<file path="src/sv/swf_pkg.sv">
// Package for the skyline window filter: sizes, entry type, helpers.
// No dependencies.
package swf_pkg;
   localparam int WindowDepth = 32;
   localparam int MaxKeywords = 8;
   localparam int IdWidth = 31;
   localparam int DistWidth = 8;
   localparam int AddrWidth = $clog2(WindowDepth);
   localparam int CountWidth = $clog2(WindowDepth + 1);
   localparam int KwWidth = 4;

   typedef struct packed {
      logic [IdWidth-1:0] node_id;
      logic [MaxKeywords-1:0][DistWidth-1:0] dists;
   } entry_type;

   typedef struct packed {
      entry_type entry;
      logic last_candidate;
   } req_type;

   typedef struct packed {
      entry_type entry;
      logic last_entry;
      logic empty_set;
      logic overflowed;
   } rsp_type;

   // Clamp the keyword count into 1..MaxKeywords.
   function automatic logic [KwWidth-1:0] clamp_kw(input logic [KwWidth-1:0] kw);
      logic [KwWidth-1:0] r;
      r = kw;
      if (kw == '0) r = KwWidth'(1);
      if (kw > KwWidth'(MaxKeywords)) r = KwWidth'(MaxKeywords);
      return r;
   endfunction
endpackage

</file>
<file path="src/sv/swf_if.sv">
// Valid/ready channel carrying a typed payload.
// Depends on swf_pkg.
interface swf_req_if (input logic clock);
   import swf_pkg::*;
   logic valid;
   logic ready;
   req_type data;
   modport source (output valid, output data, input ready);
   modport sink (input valid, input data, output ready);
endinterface

interface swf_rsp_if (input logic clock);
   import swf_pkg::*;
   logic valid;
   logic ready;
   rsp_type data;
   modport source (output valid, output data, input ready);
   modport sink (input valid, input data, output ready);
endinterface

</file>
<file path="src/sv/swf_window_ram.sv">
// Window entry storage: one write port, one registered read port.
// Depends on swf_pkg.
module swf_window_ram (
   input  logic                     clock,
   input  logic                     wr_en,
   input  logic [swf_pkg::AddrWidth-1:0] wr_addr,
   input  swf_pkg::entry_type       wr_data,
   input  logic [swf_pkg::AddrWidth-1:0] rd_addr,
   output swf_pkg::entry_type       rd_data
);
   import swf_pkg::*;
   entry_type mem [WindowDepth];

   // Write and read, read data registered
   always_ff @(posedge clock) begin
      if (wr_en) begin
         mem[wr_addr] <= wr_data;
      end
      rd_data <= mem[rd_addr];
   end
endmodule

</file>
<file path="src/sv/swf_compare.sv">
// Dominance compare of a candidate against one entry over the first kw distances.
// Depends on swf_pkg.
module swf_compare (
   input  swf_pkg::entry_type        cand,
   input  swf_pkg::entry_type        entry,
   input  logic [swf_pkg::KwWidth-1:0] kw,
   output logic                      le,
   output logic                      ge,
   output logic                      eq
);
   import swf_pkg::*;
   always_comb begin
      le = 1'b1;
      ge = 1'b1;
      eq = 1'b1;
      for (int j = 0; j < MaxKeywords; j++) begin
         if (KwWidth'(j) < kw) begin
            if (cand.dists[j] > entry.dists[j]) le = 1'b0;
            if (cand.dists[j] < entry.dists[j]) ge = 1'b0;
            if (cand.dists[j] != entry.dists[j]) eq = 1'b0;
         end
      end
   end
endmodule

</file>
<file path="src/sv/skyline_window_filter.sv">
// Skyline window filter, top level: scan sequencer, window memory, result register.
// Depends on swf_pkg, swf_if, swf_window_ram, swf_compare.
//
// After its transfer a candidate holds the input until ready returns: the transfer is
// taken, the window memory is read entry by entry while survivors are compacted in
// place (the write pointer trails the read pointer, so removals cost nothing extra),
// the scan stops early at an equal or a dominating entry, and the scan is then closed
// and the survivor appended. A last candidate is then followed by a readout of one
// result per entry, each a memory read and then a result register load, and the
// readout waits while the receiver stalls. Window depth 32; a surviving candidate that
// finds the window still full after compaction is dropped and sets the sticky overflow
// flag reported with the next readout.
module skyline_window_filter (
   input  logic             clock,
   input  logic             reset,
   input  logic             csr_we,
   input  logic [swf_pkg::KwWidth-1:0] csr_wdata,
   swf_req_if.sink          req,
   swf_rsp_if.source        rsp
);
   import swf_pkg::*;

   localparam logic [2:0] StIdle = 3'd0;
   localparam logic [2:0] StScan = 3'd1;
   localparam logic [2:0] StCopy = 3'd2;
   localparam logic [2:0] StRead = 3'd3;
   localparam logic [2:0] StOut  = 3'd4;

   logic [2:0] state_ff, state_in;
   logic [KwWidth-1:0] kw_ff;
   entry_type cand_ff;
   logic last_ff;
   logic ovf_ff, ovf_in;
   logic [CountWidth-1:0] count_ff, count_in;
   logic [CountWidth-1:0] rd_ff, rd_in;     // next entry address to read
   logic [CountWidth-1:0] wr_ff, wr_in;     // compaction write pointer
   logic pend_ff, pend_in;                  // read data valid this cycle
   logic keep_ff, keep_in;
   logic rsp_valid_ff;
   rsp_type rsp_ff;

   logic wr_en;
   logic [AddrWidth-1:0] wr_addr;
   logic [AddrWidth-1:0] rd_addr;
   entry_type wr_data, rd_data;
   logic le, ge, eq;

   // Hold the address of the entry being output while the result waits
   assign rd_addr = (state_ff == StOut) ? rd_ff[AddrWidth-1:0] - AddrWidth'(1)
                                        : rd_ff[AddrWidth-1:0];

   swf_window_ram u_ram (
      .clock(clock), .wr_en(wr_en), .wr_addr(wr_addr), .wr_data(wr_data),
      .rd_addr(rd_addr), .rd_data(rd_data)
   );

   swf_compare u_cmp (
      .cand(cand_ff), .entry(rd_data), .kw(kw_ff), .le(le), .ge(ge), .eq(eq)
   );

   assign req.ready = (state_ff == StIdle);
   assign rsp.valid = rsp_valid_ff;
   assign rsp.data = rsp_ff;

   // Hold the keyword count
   always_ff @(posedge clock) begin
      if (reset) kw_ff <= clamp_kw(KwWidth'(MaxKeywords));
      else if (csr_we) kw_ff <= clamp_kw(csr_wdata);
   end

   // Sequencer: scan with in-place compaction, then append, then readout after a last candidate
   always_comb begin
      state_in = state_ff;
      count_in = count_ff;
      rd_in = rd_ff;
      wr_in = wr_ff;
      pend_in = 1'b0;
      keep_in = keep_ff;
      ovf_in = ovf_ff;
      wr_en = 1'b0;
      wr_addr = wr_ff[AddrWidth-1:0];
      wr_data = rd_data;
      case (state_ff)
         StIdle: begin
            if (req.valid) begin
               state_in = StScan;
               rd_in = '0;
               wr_in = '0;
               keep_in = 1'b1;
               pend_in = (count_ff != '0);
               if (count_ff != '0) rd_in = CountWidth'(1);
            end
         end
         StScan: begin
            if (pend_ff) begin
               if (eq || (ge && !le)) begin
                  // stop: keep this and all later entries, copy them down
                  if (!eq) keep_in = 1'b0;
                  wr_en = 1'b1;
                  wr_in = wr_ff + 1'b1;
                  state_in = StCopy;
                  pend_in = (rd_ff < count_ff);
                  if (rd_ff < count_ff) rd_in = rd_ff + 1'b1;
               end else begin
                  if (!le) begin
                     wr_en = 1'b1;
                     wr_in = wr_ff + 1'b1;
                  end
                  pend_in = (rd_ff < count_ff);
                  if (rd_ff < count_ff) rd_in = rd_ff + 1'b1;
               end
            end else begin
               state_in = StCopy;
            end
         end
         StCopy: begin
            if (pend_ff) begin
               wr_en = 1'b1;
               wr_in = wr_ff + 1'b1;
               pend_in = (rd_ff < count_ff);
               if (rd_ff < count_ff) rd_in = rd_ff + 1'b1;
            end else begin
               // append the survivor; wr_ff is the compacted count
               count_in = wr_ff;
               if (keep_ff) begin
                  if (wr_ff < CountWidth'(WindowDepth)) begin
                     wr_en = 1'b1;
                     wr_data = cand_ff;
                     count_in = wr_ff + 1'b1;
                  end else begin
                     ovf_in = 1'b1;
                  end
               end
               rd_in = '0;
               state_in = last_ff ? StRead : StIdle;
            end
         end
         StRead: begin
            // issue read of entry rd_ff
            pend_in = 1'b1;
            rd_in = rd_ff + 1'b1;
            state_in = StOut;
         end
         StOut: begin
            if (!rsp_valid_ff || rsp.ready) begin
               if (count_ff == '0 || rd_ff >= count_ff) begin
                  state_in = StIdle;
                  count_in = '0;
                  ovf_in = 1'b0;
               end else begin
                  state_in = StRead;
               end
            end else begin
               pend_in = pend_ff;
            end
         end
         default: state_in = StIdle;
      endcase
   end

   // Advance control state
   always_ff @(posedge clock) begin
      if (reset) begin
         state_ff <= StIdle;
         count_ff <= '0;
         ovf_ff <= 1'b0;
         rd_ff <= '0;
         wr_ff <= '0;
         pend_ff <= 1'b0;
         keep_ff <= 1'b0;
         rsp_valid_ff <= 1'b0;
      end else begin
         state_ff <= state_in;
         count_ff <= count_in;
         ovf_ff <= ovf_in;
         rd_ff <= rd_in;
         wr_ff <= wr_in;
         pend_ff <= pend_in;
         keep_ff <= keep_in;
         rsp_valid_ff <= (rsp_valid_ff && !rsp.ready) ||
                         (state_ff == StOut && (!rsp_valid_ff || rsp.ready));
      end
   end

   // Capture the candidate and load the result register
   always_ff @(posedge clock) begin
      if (state_ff == StIdle && req.valid) begin
         cand_ff <= req.data.entry;
         last_ff <= req.data.last_candidate;
      end
      if (state_ff == StOut && (!rsp_valid_ff || rsp.ready)) begin
         rsp_ff.overflowed <= ovf_ff;
         if (count_ff == '0) begin
            rsp_ff.entry <= '0;
            rsp_ff.empty_set <= 1'b1;
            rsp_ff.last_entry <= 1'b1;
         end else begin
            rsp_ff.entry <= rd_data;
            rsp_ff.empty_set <= 1'b0;
            rsp_ff.last_entry <= (rd_ff >= count_ff);
         end
      end
   end
endmodule

</file>
<file path="src/flat_wrapper.sv">
// flat-port wrapper written by rule: the top's interface ports become plain ports
module skyline_window_filter_flat import swf_pkg::*;
  (clock, reset, csr_we, csr_wdata, req_valid, req_data, req_ready, rsp_valid, rsp_data, rsp_ready);
  swf_req_if req_i (.clock(clock));
  swf_rsp_if rsp_i (.clock(clock));
  input  logic clock;
  input  logic reset;
  input  logic csr_we;
  input  logic [swf_pkg::KwWidth-1:0] csr_wdata;
  input wire logic [$bits(req_i.valid)-1:0] req_valid;
  input wire logic [$bits(req_i.data)-1:0] req_data;
  output wire logic [$bits(req_i.ready)-1:0] req_ready;
  output wire logic [$bits(rsp_i.valid)-1:0] rsp_valid;
  output wire logic [$bits(rsp_i.data)-1:0] rsp_data;
  input wire logic [$bits(rsp_i.ready)-1:0] rsp_ready;
  assign req_i.valid = req_valid;
  assign req_i.data = req_data;
  assign req_ready = req_i.ready;
  assign rsp_valid = rsp_i.valid;
  assign rsp_data = rsp_i.data;
  assign rsp_i.ready = rsp_ready;
  skyline_window_filter u_core (.clock(clock), .reset(reset), .csr_we(csr_we), .csr_wdata(csr_wdata), .req(req_i), .rsp(rsp_i));
endmodule
</file>
<file path="config.mk">
export PLATFORM = sky130hd
export DESIGN_NAME = skyline_window_filter_flat
export DESIGN_NICKNAME = d
export VERILOG_FILES = /design/src/sv/swf_pkg.sv /design/src/sv/swf_if.sv /design/src/sv/swf_window_ram.sv /design/src/sv/swf_compare.sv /design/src/sv/skyline_window_filter.sv /design/src/flat_wrapper.sv
export SDC_FILE = /design/constraint.sdc
export NUM_CORES = 2
export LEC_CHECK = 0
export BUFFER_PORTS_ARGS = -buffer_cell sky130_fd_sc_hd__buf_2
export CORE_ASPECT_RATIO = 0.5
export CORE_MARGIN = 2
export CORE_UTILIZATION = 45
export CTS_CLUSTER_SIZE = 20
export DETAILED_ROUTE_END_ITERATION = 8
export GPL_ROUTABILITY_DRIVEN = 0
export SLEW_MARGIN = 20
export SYNTH_ARGS = -nofsm -noshare
export SYNTH_HDL_FRONTEND = slang
export SYNTH_SLANG_ARGS = --single-unit
</file>
<file path="constraint.sdc">
create_clock -name clock -period 15.95 [get_ports clock]
set_input_delay 2.3925 -clock clock [delete_from_list [all_inputs] [get_ports clock]]
set_output_delay 2.3925 -clock clock [all_outputs]
set_load 0.05 [all_outputs]
</file>
==> key figures <==
Finish
  – Final #Nets: 7408
  – Highest-count cells in the layout ignoring fill and taps: edfxtp_1, nand2_1, mux4_2
  – Cell Count, Final, Fillers Out: 11.35k
  – FF+latch area: 0.09960 mm^2
  – Fill count: 23.13k
  – Multi-input logic area: 0.02914 mm^2
  – Most common cell after layout, fill and taps aside: edfxtp_1
  – P&R area growth vs syn: 11.99%
  – Share of layout cells above drive strength 1: 20.03%

Worst setup path
  – CP peak stage delay: 0.90 ns
  – CP max-delay cell: buf_4
  – Crit end category: flop
  – Critical Path AT: 7.89 ns
  – Setup CP Type: flop to flop
  – Setup crit start kind: flop
  – CP max FO: 63
  – Cell mode on critical path: buf_4
  – Crit path cell chain: inv_1 -> ha_1 -> nor4b_1 -> a21o_4 -> buf_4 -> buf_4 -> buf_4 -> buf_4 -> buf_4 -> mux4_2 -> nand2_1 -> nand3_1 -> a21oi_1 -> a221oi_1
  – CP required: 16.66 ns

STA
  – Min Tclk post-route: 7.177 ns
  – Final worst path period share: 45.00%
  – RSZ-0062 raised after global routing: no
  – Final max-slew violation count: 0
  – Maximum clock rate: 0.1393 GHz
  – Setup Skew: 0.06941 ns
  – Setup TNS: 0 ns
  – Final Hold Fails: 0
  – Slew @ Worst Pin: 1.188 ns
  – Rel. slew slack: 20.63%
  – Endpoints failing setup: 0

Global route
  – GR Overflow Total: 0
  – Total Routing Usage GR: 25.36%
  – Largest net degree at the start of global routing: 115
  – Vias in the first global route: 68.08k
  – Antenna violations before repair: 15
  – First-pass GRT wire length: 527.7 mm

CTS
  – CTS tree: built
  – Clock Tree Root: clkbuf_16
  – Cts repair resizes: 0
  – Setup bufs post-CTS: 0
  – CTS Hold Bufs: 0
  – Inserted Clock Buffers: 305
  – Max Root-Sink Buffers: 4
  – Clock sinks: 3358
  – H-tree depth: 5
  – Clock Pin Slew Worst Setup and Hold Paths: 0.06 ns
  – Clk Latency, worst-skew pair: 0.88 ns

Detailed routing
  – DRT iter0 DRCs: 10.72k
  – Via count: 70.79k
  – Post-route ant nets: 0
  – Final WL: 380.0 mm
  – DR pass1 iterations: 6
  – Via-to-Cell Ratio: 6.235
  – Drc violations: 0
  – Drt wl/cell: 33.47 um

Hold path
  – Worst min-delay path class: flop to flop

Floorplanning
  – Core ar.: 0.2877 mm^2
  – Row cnt: 139
  – Io pins: 205
  – Die width: 765.4 um
  – Die H: 384.7 um
  – Initial Util: 45.35%
  – Die outline area: 0.2944 mm^2

Logic synthesis
  – Register area share after synthesis: 76.35%
  – Post-synthesis async set-or-reset flop share: 0%
  – Yosys reg bits: 3358
  – Average size of a mapped cell: 18.70 um^2
  – Syn Nets: 7156
  – Mapped Area: 0.1304 mm^2
  – Cells after synthesis: 6974
  – Synth Flop Type: edfxtp_1
  – Post-synth EDFFs: 3234
  – Warning count from the yosys run: 0
  – Distinct cell type count after synthesis: 68

Status
  – Outcome: finished, final reports clean

Power and ir drop
  – Maximum VDD drop: 0.08155 mV
  – Pwr Density: 125.3 mW/mm^2
  – P_leak: 0.04769 uW

Place
  – Port Buf Inserts: 204
  – HPWL Detailed: 186.7 mm
  – Dpl cells: 10.80k

Flow run
  – Max cap viols: 0
-- through the flow --
step / power [uW] / area (um^2) / hold WS, ns / utilization [%] / setup WS (ns)
after floorplan: 10780 / 130400 / 0.4090 / - / 8.856
final: 18310 / 146100 / 0.5247 / 50.78 / 8.773
after global routing: 18790 / 146100 / 0.5376 / 50.77 / 8.617
after detailed placement: 11190 / 136300 / 0.5121 / 47.39 / 8.873
after global placement: 11180 / 136300 / 0.5022 / 47.39 / 8.970
after CTS: 18360 / 146000 / 0.5216 / 50.75 / 8.864
-- cell usage after synthesis, types with 7 or more instances --
master	number	area [um^2]
mux2_2	88	991.0
o31ai_1	46	345.3
nor2_1	143	536.8
a21oi_1	209	1046
a211oi_1	7	52.55
a22oi_1	8	60.06
mux4_2	550	12390
a221oi_1	25	219.0
o21ai_0	116	580.6
nor3_1	25	125.1
o22ai_1	92	575.6
dfxtp_1	124	2482
inv_1	84	315.3
o211ai_1	10	75.07
clkbuf_1	228	855.8
buf_1	43	161.4
nand2b_1	11	68.82
ha_1	77	963.4
o221ai_1	197	1725
nand2_1	677	2541
a32o_1	12	120.1
a221oi_2	10	150.1
buf_2	101	505.5
a21o_1	12	90.09
buf_4	44	330.3
and2_1	43	269.0
o21ai_1	15	75.07
nand3_1	245	1226
mux2i_1	294	2943
and4_1	7	61.31
edfxtp_1	3234	97110
nand4_1	10	62.56
a31oi_1	96	600.6
nor2b_1	13	81.33
-- report_power, final --
| group | internal (uW) | switching [uW] |
|---|---|---|
| combinational | 290 | 697 |
| sequential | 9940 | 96.1 |
| clock | 4060 | 3220 |
-- routing by layer --
| layer | up-vias | track usage, % | wire (um) |
|---|---|---|---|
| met5 | - | 0 | 113 |
| met4 | 16 | 9.010 | 14320 |
| met3 | 672 | 4.239 | 35010 |
| met2 | 3739 | 38.92 | 173300 |
| met1 | 37610 | 37.04 | 157300 |
| li1 | 28750 | - | - |
-- state kept, by name, summed over array words and instances, names as in the netlist, 3 cells and up --
name	cells
u_core.cand_ff	95
u_core.count_ff	6
u_core.kw_ff	4
u_core.rd_ff	6
u_core.rsp.data	98
u_core.state_ff	3
u_core.u_ram.mem	3040
u_core.u_ram.rd_data	95
u_core.wr_ff	6
-- area by class of cell --
type | instances | share of cell area, %
inverter | 84 | 0.2167
antenna | 8 | 0.01370
sequential | 3358 | 68.18
tap | 3877 | 3.321
clock inverter | 121 | 0.7306
clock buffer | 429 | 5.885
timing repair buffer | 364 | 1.702
multi-input combinational | 3113 | 19.95
-- critical path, delay by kind of cell, from the launching register on --
| family | cells | cell delay (ns) |
|---|---|---|
| buffers and inverters | 6 | 3.83 |
| and+or+nand+nor | 3 | 0.93 |
| AOI/OAI and AO/OA | 3 | 0.71 |
| DFF | 1 | 0.63 |
| muxes | 1 | 0.38 |
| adders and majority gates | 1 | 0.33 |
-- cells by family after synthesis --
kind of cell | count (synthesis) | share of synthesized area [%]
compound gates | 888 | 4.600
xor+xnor | 12 | 0.1266
fa+ha+maj | 77 | 0.7386
buf+inv | 503 | 1.688
flops | 3358 | 76.35
mux | 932 | 12.51
simple gates | 1204 | 3.980
-- worst paths after layout --
path	start	to	slack, ns	depth (start not counted)
setup reg to reg	u_core.rd_ff[1]$_SDFFE_PP0P_	u_core.u_ram.rd_data[27]$_DFF_P_	8.77	14
hold reg to reg	u_core.wr_ff[5]$_SDFFE_PP0P_	u_core.wr_ff[5]$_SDFFE_PP0P_	0.52	2
setup / recovery	u_core.rd_ff[1]$_SDFFE_PP0P_	u_core.u_ram.rd_data[27]$_DFF_P_	8.77	14
hold / removal	u_core.wr_ff[5]$_SDFFE_PP0P_	u_core.wr_ff[5]$_SDFFE_PP0P_	0.52	2
Note: power is estimated with default switching activity, not from simulation.
